[src/hw/rtl/slp_pkg.sv]
// Shared types and constants for the slew-limited thruster PWM core.
// No dependencies; used by slp_limiter, slp_pulse_map and the top level.
package slp_pkg;

   localparam int CMD_W       = 16;
   localparam int PULSE_CFG_W = 16;
   localparam int STEP_W      = 15;
   localparam int CSR_INDEX_W = 3;
   localparam int CSR_DATA_W  = 16;
   localparam int REQ_TDATA_W = 16;
   localparam int RSP_TDATA_W = 56;

   typedef enum logic [1:0] {
      ACT_SET     = 2'd0,
      ACT_TICK    = 2'd1,
      ACT_ENABLE  = 2'd2,
      ACT_DISABLE = 2'd3
   } action_type;

   typedef enum logic [CSR_INDEX_W-1:0] {
      CSR_MODE_PURE      = 3'd0,
      CSR_PULSE_MIN      = 3'd1,
      CSR_PULSE_MAX      = 3'd2,
      CSR_PULSE_CENTER   = 3'd3,
      CSR_STEP_SIZE      = 3'd4,
      CSR_SLEW_THRESHOLD = 3'd5
   } csr_index_type;

   localparam logic [PULSE_CFG_W-1:0] RST_PULSE_MIN    = 16'd1100;
   localparam logic [PULSE_CFG_W-1:0] RST_PULSE_MAX    = 16'd1900;
   localparam logic [PULSE_CFG_W-1:0] RST_PULSE_CENTER = 16'd1500;
   localparam logic [STEP_W-1:0]      RST_STEP_SIZE    = 15'd164;
   localparam logic [STEP_W-1:0]      RST_SLEW_THR     = 15'd819;

endpackage

[src/hw/rtl/slp_pulse_map.sv]
// Magnitude to pulse width mapping: one multiply, round half away from zero,
// saturate. Depends on slp_pkg.
module slp_pulse_map #(
   parameter int FRAC_BITS  = 14,
   parameter int PULSE_BITS = 16
) (
   input  logic signed [FRAC_BITS+1:0]               value,
   input  logic                                      mode_pure,
   input  logic [slp_pkg::PULSE_CFG_W-1:0]           pulse_min,
   input  logic [slp_pkg::PULSE_CFG_W-1:0]           pulse_max,
   output logic [((PULSE_BITS > 16) ? PULSE_BITS : 16)-1:0] pulse
);

   localparam int PW  = (PULSE_BITS > 16) ? PULSE_BITS : 16;
   localparam int PRW = FRAC_BITS + 19;
   localparam int NW  = FRAC_BITS + 21;
   localparam int CW  = (NW > PULSE_BITS + 2) ? NW : PULSE_BITS + 2;
   localparam logic signed [NW-1:0] HALF_P = NW'(1) << (FRAC_BITS - 1);
   localparam logic signed [NW-1:0] HALF_T = NW'(1) << FRAC_BITS;
   localparam logic signed [CW-1:0] TOP_X  = (CW'(1) << PULSE_BITS) - CW'(1);

   logic signed [16:0]    span;
   logic signed [PRW-1:0] prod;
   logic signed [NW-1:0]  prod_x, base_x, thr_num, neg_p, neg_t;
   logic signed [NW-1:0]  rnd_p, rnd_t, q_p, q_t, min_x, p_raw;
   logic signed [CW-1:0]  p_x, p_sat;

   assign span   = signed'({1'b0, pulse_max}) - signed'({1'b0, pulse_min});
   assign prod   = value * span;
   assign prod_x = NW'(prod);
   assign base_x = signed'(NW'({1'b0, pulse_max} + {1'b0, pulse_min})) <<< FRAC_BITS;
   assign thr_num = prod_x + base_x;
   assign min_x  = signed'(NW'(pulse_min));

   assign neg_p = signed'(NW'(prod_x[NW-1]));
   assign neg_t = signed'(NW'(thr_num[NW-1]));
   assign rnd_p = prod_x + HALF_P - neg_p;
   assign rnd_t = thr_num + HALF_T - neg_t;
   assign q_p   = rnd_p >>> FRAC_BITS;
   assign q_t   = rnd_t >>> (FRAC_BITS + 1);
   assign p_raw = mode_pure ? q_p + min_x : q_t;
   assign p_x   = CW'(p_raw);

   always_comb begin
      if (p_x < 0) begin
         p_sat = '0;
      end else if (p_x > TOP_X) begin
         p_sat = TOP_X;
      end else begin
         p_sat = p_x;
      end
   end

   assign pulse = p_sat[PW-1:0];

endmodule
[config.mk]
export PLATFORM = sky130hd
export DESIGN_NAME = slp_pulse_map
export DESIGN_NICKNAME = d
export VERILOG_FILES = /design/src/hw/rtl/slp_pkg.sv /design/src/hw/rtl/slp_pulse_map.sv
export SDC_FILE = /design/constraint.sdc
export NUM_CORES = 1
export LEC_CHECK = 0
export BUFFER_PORTS_ARGS = -buffer_cell sky130_fd_sc_hd__buf_2
export CAP_MARGIN = 20
export CORE_ASPECT_RATIO = 0.6
export CORE_UTILIZATION = 35
export DETAILED_ROUTE_END_ITERATION = 8
export GPL_ROUTABILITY_DRIVEN = 0
export SYNTH_ARGS = -nofsm -noshare
export SYNTH_HDL_FRONTEND = slang
export SYNTH_SLANG_ARGS = --single-unit
[constraint.sdc]
create_clock -name vclk -period 12.23
set_clock_uncertainty 0.1 [all_clocks]
set_input_delay 0 -clock vclk [all_inputs]
set_output_delay 0 -clock vclk [all_outputs]
set_load 0.01 [all_outputs]
==> results.json <==
{
  "ys_warn_count": 0,
  "die_h_um": 179,
  "synth_cells": 2337,
  "dr.first_iter.drc_count": 1650,
  "path_common_cell": "buf_4",
  "final.setup.tns_ns": -0.999,
  "rows": 64,
  "clock_buffers": 0,
  "dp_hpwl_um": 54500,
  "top_layer": "met4",
  "start_util_pct": 35.6,
  "synth_top_area_share_pct": 30.8,
  "max_stage_delay_ns": 0.54,
  "violations": "negative setup slack",
  "met3_length_um": 6670,
  "m1WireLength_um": 30300,
  "critical_path_class": "input port to output port",
  "setup_ws_ns": -0.102,
  "synth_seq_area_share_pct": 0,
  "crit_arrival_ns": 12.23,
  "drive_gt1_share_pct": 27.3,
  "ios": 65,
  "report.final.hold_viol_count": 0,
  "regArea_um2": 0,
  "synth-compound-area-share_pct": 19.0,
  "synth_simple_gate_area_share_pct": 19.1,
  "drt_pass1_iterations": 6,
  "worstPathMaxFanout": 7,
  "grt_max_degree": 47,
  "wl_per_cell_um": 18.8,
  "maxSlewHeadroom_pct": 29.7,
  "via_per_inst": 5.36,
  "endpoint_kind": "output port",
  "cap_violations": 0,
  "synth_nets": 2868,
  "cts.hold.buffers_added": 0,
  "synth_xor_area_share_pct": 5.65,
  "layout_min_cycle_time_ns": 12.33,
  "final_cell_mix": "buf_4 (441), inv_1 (420), fa_1 (272)",
  "start_kind": "input port",
  "synthMuxAreaShare_pct": 0.241,
  "yosysTopAreaCell": "fa_1",
  "dieArea_mm2": 0.0529,
  "status": "complete, but fails checks",
  "ant_nets": 0,
  "antenna_found_initial": 1,
  "cp.required_ns": 12.13,
  "rsz0062_at_grt": "yes",
  "layout.nets": 3290,
  "synthTopCellsByArea": "fa_1 (31%), ha_1 (14%), inv_1 (8.9%)",
  "coreArea_mm2": 0.0511,
  "layout_commonest_cell": "buf_4",
  "seq_cell_count": 0,
  "final_max_slew_viol_count": 0,
  "portBuffers": 65,
  "syn_to_final_growth_pct": 30.2,
  "grt_usage_pct": 24.2,
  "slowest_stage": "fa_1",
  "grt_pass1_wl_um": 99900,
  "setup_viol": 15,
  "yosys.cell_types.count": 90,
  "nFillCells": 5073,
  "wl_um": 65000,
  "synth_top_family_by_area": "adder cells",
  "crit_buf_inv": 16,
  "hold_path.class": "input port to output port",
  "wl_met2_um": 26900,
  "grt_pass1_vias": 18100,
  "drcViolationCount": 0,
  "crit_family": "adder cells",
  "tightest_slew_ns": 1.05,
  "fmax_ghz": 0.0811,
  "fin_crit_sh_pct": 101,
  "num_vias": 18500,
  "avgSynthCellArea_um2": 7.78,
  "mappedNetlistArea_mm2": 0.0182,
  "die_w_um": 296,
  "yosys.area_share.adder_pct": 44.7,
  "grt.overflow.total": 0,
  "diodes": 0
}
-- synth_stat cells, drive strengths merged, types with 25 or more instances --
cell type,n
a21o,62
a21oi,120
a31oi,46
and2,98
clkbuf,92
fa,280
ha,202
inv,429
nand2,248
nand3,37
nand4,25
nor2,103
nor2b,38
nor3,37
o21ai,107
xnor2,77
xor2,36
-- cell type report --
class / instances / area [um2] / share of cell area, %
multi-input combinational: 1806 / 17300 / 72.9
timing repair buffer: 522 / 3930 / 16.6
inverter: 429 / 1620 / 6.82
tap: 693 / 867 / 3.66
-- stage by stage --
stage | instances | hold slack, ns | area (um2) | util (%) | setup WS [ns]
finish | 3450 | 0.592 | 23700 | 46.4 | -0.102
global route | 3450 | 0.618 | 23700 | 46.4 | -0.483
floorplan | 2337 | 0.141 | 18200 | - | 0.0302
global placement | 3409 | 0.555 | 22100 | 43.3 | -0.439
CTS | 3434 | 0.564 | 22600 | 44.3 | 0.00182
detailed placement | 3409 | 0.560 | 22100 | 43.3 | -0.779
-- final timing paths --
| path | slack, ns | cells past startpoint | end | start |
|---|---|---|---|---|
| setup / recovery | -0.10 | 62 | pulse[14] | pulse_max[0] |
| hold / removal | 0.59 | 5 | pulse[4] | mode_pure |
-- tightest hold or removal path, cell delays in order --
cell	delay (ns)
buf_2	0.10
buf_4	0.22
nand2_1	0.11
a41oi_2	0.10
buf_2	0.14
-- metal layers --
metal	vias to the layer above	GRT usage [%]
met4	0	3.95
li1	8533	-
met2	774	35.2
met5	-	0
met3	55	5.22
met1	9137	36.4
-- kinds of logic after synthesis --
kind of cell / Yosys count
and+or+nand+nor: 689
buffers and inverters: 531
AOI/OAI and AO/OA: 518
adders and majority gates: 482
xor gates and xnor gates: 114
muxes: 3
-- repair_timing --
action	4_1_cts	5_1_grt
buffers inserted	24	16
endpoints found under the setup margin	16	16
pin swaps	36	151
cloned	1	1
resized for setup	90	195
endpoints found under the hold margin	0	0
Power is left out: the tool's default activity adds up to more than one toggle a clock period on the data nets, which glitch-free logic cannot reach.
