`src/hw/rtl/slp_pkg.sv`:
```
// Shared types and constants for the slew-limited thruster PWM core.
// No dependencies; used by slp_limiter, slp_pulse_map and the top level.
package slp_pkg;

   localparam int CMD_W       = 16;
   localparam int PULSE_CFG_W = 16;
   localparam int STEP_W      = 15;
   localparam int CSR_INDEX_W = 3;
   localparam int CSR_DATA_W  = 16;
   localparam int REQ_TDATA_W = 16;
   localparam int RSP_TDATA_W = 56;

   typedef enum logic [1:0] {
      ACT_SET     = 2'd0,
      ACT_TICK    = 2'd1,
      ACT_ENABLE  = 2'd2,
      ACT_DISABLE = 2'd3
   } action_type;

   typedef enum logic [CSR_INDEX_W-1:0] {
      CSR_MODE_PURE      = 3'd0,
      CSR_PULSE_MIN      = 3'd1,
      CSR_PULSE_MAX      = 3'd2,
      CSR_PULSE_CENTER   = 3'd3,
      CSR_STEP_SIZE      = 3'd4,
      CSR_SLEW_THRESHOLD = 3'd5
   } csr_index_type;

   localparam logic [PULSE_CFG_W-1:0] RST_PULSE_MIN    = 16'd1100;
   localparam logic [PULSE_CFG_W-1:0] RST_PULSE_MAX    = 16'd1900;
   localparam logic [PULSE_CFG_W-1:0] RST_PULSE_CENTER = 16'd1500;
   localparam logic [STEP_W-1:0]      RST_STEP_SIZE    = 15'd164;
   localparam logic [STEP_W-1:0]      RST_SLEW_THR     = 15'd819;

endpackage

```
`src/hw/rtl/slp_limiter.sv`:
```
// Next-magnitude selection: set clamping in pure mode, slew stepping on ticks otherwise.
// Depends on slp_pkg.
module slp_limiter #(
   parameter int FRAC_BITS = 14
) (
   input  slp_pkg::action_type                  action,
   input  logic signed [slp_pkg::CMD_W-1:0]     cmd,
   input  logic                                 mode_pure,
   input  logic                                 enabled,
   input  logic                                 halted,
   input  logic signed [slp_pkg::CMD_W-1:0]     target,
   input  logic signed [FRAC_BITS+1:0]          present,
   input  logic        [slp_pkg::STEP_W-1:0]    step_size,
   input  logic        [slp_pkg::STEP_W-1:0]    slew_thr,
   output logic                                 upd,
   output logic signed [FRAC_BITS+1:0]          value
);

   localparam int VAL_W = FRAC_BITS + 2;
   localparam int VW    = ((VAL_W > slp_pkg::CMD_W) ? VAL_W : slp_pkg::CMD_W) + 1;
   localparam logic signed [VW-1:0] ONE_X = VW'(1) << FRAC_BITS;

   logic signed [VW-1:0] tgt_x, pres_x, cmd_x, step_x, thr_x;
   logic signed [VW-1:0] diff, gap, stepped, cand, lo_x, clamped;
   logic                 is_set, is_tick;

   assign tgt_x  = VW'(target);
   assign pres_x = VW'(present);
   assign cmd_x  = VW'(cmd);
   assign step_x = signed'(VW'(step_size));
   assign thr_x  = signed'(VW'(slew_thr));

   assign diff    = tgt_x - pres_x;
   assign gap     = diff[VW-1] ? -diff : diff;
   assign stepped = diff[VW-1] ? pres_x - step_x : pres_x + step_x;

   assign is_set  = (action == slp_pkg::ACT_SET);
   assign is_tick = (action == slp_pkg::ACT_TICK);

   always_comb begin
      if (is_set) begin
         cand = cmd_x;
      end else if (gap > thr_x) begin
         cand = stepped;
      end else begin
         cand = tgt_x;
      end
      lo_x = mode_pure ? '0 : -ONE_X;
      if (cand < lo_x) begin
         clamped = lo_x;
      end else if (cand > ONE_X) begin
         clamped = ONE_X;
      end else begin
         clamped = cand;
      end
   end

   assign value = clamped[VAL_W-1:0];
   assign upd   = (is_set && mode_pure)
                || (is_tick && !halted && !mode_pure && enabled && (diff != '0));

endmodule

```
`config.mk`:
```
export PLATFORM = sky130hd
export DESIGN_NAME = slp_limiter
export DESIGN_NICKNAME = d
export VERILOG_FILES = /design/src/hw/rtl/slp_pkg.sv /design/src/hw/rtl/slp_limiter.sv
export SDC_FILE = /design/constraint.sdc
export NUM_CORES = 1
export LEC_CHECK = 0
export BUFFER_PORTS_ARGS = -buffer_cell sky130_fd_sc_hd__clkbuf_2
export CAP_MARGIN = 20
export CORE_MARGIN = 1
export CORE_UTILIZATION = 50
export DETAILED_ROUTE_END_ITERATION = 8
export PLACE_DENSITY = 0.76
export SYNTH_ARGS = -nofsm -noshare
export SYNTH_HDL_FRONTEND = slang
export SYNTH_SLANG_ARGS = --single-unit
```
`constraint.sdc`:
```
create_clock -name vclk -period 6
set_input_delay 0 -clock vclk [all_inputs]
set_output_delay 0 -clock vclk [all_outputs]
set_load 0.005 [all_outputs]
```
==> results of run 1 <==
layer usage:
layer,wire [um],GRT usage,vias up
li1,-,-,2042
met1,4635,0.3663,1883
met2,5185,0.4836,182
met3,798,0.01829,29
met4,284,0.06364,0
met5,0,0,-
power by group through the flow:
stage                     Clock, W  Sequential, W  Combinational [W]
after floorplan                  0              0           0.000652
after global placement           0              0           0.000899
after detailed placement         0              0           0.000915
after CTS                        0              0           0.000930
after global routing             0              0            0.00117
final                            0              0            0.00108
per-stage QoR:
step | total power (W) | cells | utilization | hold WS, ns | area [um^2]
after global placement | 0.0008988 | 673 | 0.6089 | 0.2396 | 4114
after CTS | 0.0009295 | 674 | 0.6122 | 0.2471 | 4136
final | 0.001082 | 683 | 0.6481 | 0.2496 | 4379
after floorplan | 0.0006517 | 490 | - | 0.03110 | 3491
after global routing | 0.001168 | 683 | 0.6481 | 0.2591 | 4379
after detailed placement | 0.0009148 | 673 | 0.6089 | 0.2474 | 4114
Yosys cell counts (all sizes together), types with 8 or more instances:
cell	number	area [um^2]
ha	51	638.1
nor3	9	60.06
inv	44	165.2
a21o	8	62.56
xor2	21	183.9
nor2	52	221.5
o21ai	35	182.7
a21oi	35	190.2
xnor2	28	245.2
nand3	11	55.05
a31oi	16	115.1
o22ai	8	50.05
nand2	29	111.4
how the worst min path moves through the flow:
stage,start,end,slack [ns],depth (start not counted)
3_3_place_gp,action[1],upd,0.24,3
4_1_cts,action[1],upd,0.25,3
5_1_grt,action[1],upd,0.26,3
6_report,action[1],upd,0.25,3
2_1_floorplan,action[1],upd,0.03,1
3_5_place_dp,action[1],upd,0.25,3
kinds of logic (layout without fill, tap and decap cells):
logic type	after synthesis	in the layout	synth area share
AND/OR/NAND/NOR	161	162	0.2548
XOR/XNOR	49	49	0.1229
buffers and inverters	56	167	0.07670
multiplexers	10	10	0.03082
AO/OA/AOI/OAI	161	162	0.3204
adder cells (fa/ha/maj)	53	53	0.1943
area by class of cell:
cell class                 count  share of cell area
tap                           80             0.02286
timing repair buffer         123              0.1597
multi-input combinational    436              0.7791
inverter                      44             0.03829
worst max-delay path, delay by kind of cell:
family / cells / cell delay (ns)
simple gates: 10 / 1.99
compound gates: 10 / 1.76
fa+ha+maj: 3 / 0.83
mux: 2 / 0.60
buf+inv: 5 / 0.54
xor+xnor: 1 / 0.13
repair_timing:
item / 4_1_cts / 5_1_grt
pin swaps: 1 / 18
setup buffers: 1 / 7
gates cloned: 0 / 2
setup endpoints to repair: 11 / 16
gates resized for setup: 4 / 45
==> flow_summary.json, run 1 <==
{
  "drive_gt1_frac": 0.3118,
  "row_count": 30,
  "grt_pass1_vias": 3620,
  "p_int_w": 0.0004960,
  "dp_slack_ns": -0.1182,
  "vdd_ir_drop_max_mv": 0.1232,
  "mostFrequentLayoutCells": "95 x clkbuf_2, 48 x ha_1, 42 x inv_1, 42 x nor2_1, 31 x a21oi_1",
  "status": "completed",
  "coreArea_um2": 6756,
  "max_slew.worst_pin.slew_ns": 0.5357,
  "pwr-share-seq": 0,
  "dp_hpwl_mm": 8.840,
  "dr.pass1.iters": 5,
  "cp-end-kind": "output port",
  "vias": 4136,
  "synth.distinct_cells": 82,
  "mostFrequentLayoutCell": "clkbuf_2",
  "slowest_delay_ns": 0.43,
  "synth_seq_area_share": 0,
  "grt_max_degree": 20,
  "antenna_found_initial": 0,
  "cp-endpoint": "value[9]",
  "pwr-share-clk": 0,
  "wl_per_cell_um": 15.96,
  "syn_nets": 626,
  "port_buffers": 100,
  "fmax_ghz": 0.1706,
  "drt_iter0_markers": 209,
  "yosysWarnings": 0,
  "worst_setup_path_start_kind": "primary input",
  "nFillCells": 604,
  "fin_crit_sh": 0.9768,
  "finalHoldViolCount": 0,
  "period_minus_slack_ns": 5.861,
  "grt_remaining_overflow": 0,
  "critical_path_class": "primary input to output port",
  "start_util": 0.5167,
  "via_per_inst": 6.056,
  "hold_path.class": "primary input to output port",
  "switching_share": 0.5416,
  "setup_viol": 0,
  "multi_input_area_um2": 3412,
  "tns_ns": 0,
  "slew_violations": 0,
  "startpoint": "present[3]",
  "area_growth_pct": 25.45,
  "die_width_um": 85.56,
  "syn-mean-instance-area_um2": 7.124,
  "maxCapViolCount": 0,
  "worstPathArrival_ns": 5.86,
  "gr-usage-all-layers": 0.2747,
  "p_sw_w": 0.0005861,
  "routabilityCongestion": 1.030,
  "comb_power_share": 1.000,
  "grt_pass1_wl_mm": 16.57,
  "postSynthCellCount": 490,
  "syn_area_um2": 3491,
  "max-slew-margin-rel": 0.6418,
  "crit_fanout": 6,
  "slowest_stage": "or4_4",
  "leakagePower_nw": 2.159,
  "final_nets": 741,
  "drt-total-wl_mm": 10.90,
  "die_h_um": 85.56,
  "rsz0062_at_grt": "yes",
  "crit_required_ns": 6.00,
  "route.detailed.drc": 0,
  "power_density_nw_per_um2": 247.1,
  "seq_cell_count": 0,
  "regArea_um2": 0,
  "ant_nets": 0,
  "ios": 100,
  "n_antenna_cell": 0,
  "clockBufferCount": 0,
  "cts_hold_buf": 0,
  "setup_ws_ns": 0.1390,
  "dieArea_um2": 7320
}
Power figures use the tool's default switching activity.
==> inputs of run 2 (changes only) <==
--- a/config.mk
+++ b/config.mk
@@ -10,6 +10,7 @@
 export CORE_MARGIN = 1
 export CORE_UTILIZATION = 50
 export DETAILED_ROUTE_END_ITERATION = 8
+export GPL_TIMING_DRIVEN = 0
 export PLACE_DENSITY = 0.76
 export SYNTH_ARGS = -nofsm -noshare
 export SYNTH_HDL_FRONTEND = slang
==> run 2 against run 1 <==
  * The run now ends with setup timing left
  * Setup slack worse by 0.16 ns
  * Fmax is 2.7% lower
  * Global-route usage increased by 2.6 points
  * Via count up 1.5%
  * Count of clock-buffer cells in the layout did not move
  * First-iteration DRC count is 7.7% lower
  * Combinational power about the same
  * Cell area rose by 5.6%
  * Final cell count grew 3.7%
  * Non-clock buffer count increased by 27
  * Largest power group unchanged
==> flow_summary.json, run 2 (same netlist as run 1, synthesis figures left out) <==
{
  "status": "complete, but fails checks",
  "violations": "setup timing",
  "n_antenna_cell": 0,
  "dr.pass1.iters": 5,
  "mostFrequentLayoutCells": "95 x clkbuf_2, 48 x ha_1, 47 x nor2_1",
  "tns_ns": -0.09787,
  "multi_input_area_um2": 3427,
  "worst_setup_path_start_kind": "primary input",
  "cp-end-kind": "output port",
  "fin_crit_sh": 1.004,
  "gr-usage-all-layers": 0.3010,
  "die_width_um": 85.56,
  "via_per_inst": 5.931,
  "coreArea_um2": 6756,
  "power_density_nw_per_um2": 232.4,
  "setup_ws_ns": -0.02540,
  "drive_gt1_frac": 0.3376,
  "grt_pass1_vias": 4064,
  "dieArea_um2": 7320,
  "die_h_um": 85.56,
  "grt_pass1_wl_mm": 18.02,
  "vias": 4199,
  "cts_hold_buf": 0,
  "finalHoldViolCount": 0,
  "wl_per_cell_um": 16.30,
  "slowest_stage": "or4_4",
  "drt_iter0_markers": 193,
  "clockBufferCount": 0,
  "final_nets": 766,
  "route.detailed.drc": 0,
  "nFillCells": 593,
  "grt_max_degree": 11,
  "max_slew.worst_pin.slew_ns": 0.6446,
  "worstHoldStart": "action[1]",
  "mostFrequentLayoutCell": "clkbuf_2",
  "cp-endpoint": "value[3]",
  "setup_viol": 6,
  "routabilityCongestion": 0.9243,
  "critical_path_class": "primary input to output port",
  "grt_remaining_overflow": 0,
  "antenna_found_initial": 0,
  "slowest_delay_ns": 0.50,
  "dp_hpwl_mm": 8.762,
  "ant_nets": 0,
  "vdd_ir_drop_max_mv": 0.1400,
  "max-slew-margin-rel": 0.5687,
  "seq_cell_count": 0,
  "area_growth_pct": 32.47,
  "fmax_ghz": 0.1660,
  "row_count": 30,
  "drt-total-wl_mm": 11.54,
  "hold_ws_ns": 0.2383,
  "hold_path.class": "primary input to output port",
  "period_minus_slack_ns": 6.025,
  "rsz0062_at_grt": "yes",
  "ios": 100,
  "slew_violations": 0,
  "start_util": 0.5167,
  "crit_required_ns": 6.00,
  "port_buffers": 100,
  "regArea_um2": 0,
  "maxCapViolCount": 0,
  "crit_fanout": 4,
  "final_util": 0.6844,
  "leakagePower_nw": 2.300,
  "worstPathArrival_ns": 6.03,
  "startpoint": "present[2]"
}
-- run 2: cell count changes in the layout (fill, tap and decap cells not counted), sizes merged --
cell    change
buf        +20
clkbuf      +7
nand2       -1
o31a        -1
-- run 2: report_power, final --
| part | leakage (nW) | switching, W | internal (W) |
|---|---|---|---|
| combinational | 2.30 | 0.000569 | 0.000505 |
| sequential | 0 | 0 | 0 |
| clock | 0 | 0 | 0 |
-- run 2: worst min path at each step --
stage                      to  depth (start not counted)
after floorplan           upd                          1
after CTS                 upd                          3
after global routing      upd                          3
final                     upd                          3
after detailed placement  upd                          3
after global placement    upd                          3
-- run 2: final cells by class --
class,count,area share
Multi-Input combinational cell,434,0.7411
Timing Repair Buffer,138,0.1737
Inverter,44,0.03626
Buffer,12,0.02733
Tap cell,80,0.02164
-- run 2: timing repair --
item                                    in CTS  in global routing
pin swaps                                   16                 23
buffers inserted                            32                  6
endpoints found under the setup margin      16                 16
gates cloned                                 0                  0
gates resized for setup                     23                 36
endpoints found under the hold margin        0                  0
-- run 2: metrics by stage --
step	std cells	cell area, um^2	total power [W]	setup slack, ns
5_1_grt	708	4624	0.001167	-0.2703
3_5_place_dp	670	4091	0.0008882	-0.7568
2_1_floorplan	490	3491	0.0006517	0.5636
4_1_cts	702	4422	0.0009693	0.007065
6_report	708	4624	0.001075	-0.02540
3_3_place_gp	670	4091	0.0008690	-0.7098
-- run 2: per-layer routing --
| metal | part of all wire | GRT usage |
|---|---|---|
| met3 | 0.060 | 0.03369 |
| met1 | 0.41 | 0.3552 |
| met4 | 0.036 | 0.08333 |
| met5 | 0 | 0 |
| met2 | 0.50 | 0.5709 |
-- run 2: worst max-delay path, delay by kind of cell --
| kind | cells | cell delay (ns) |
|---|---|---|
| AND/OR/NAND/NOR | 10 | 2.03 |
| AO/OA/AOI/OAI | 10 | 1.68 |
| adder cells (fa/ha/maj) | 3 | 0.93 |
| multiplexers | 2 | 0.62 |
| buffers and inverters | 6 | 0.58 |
| XOR/XNOR | 1 | 0.17 |
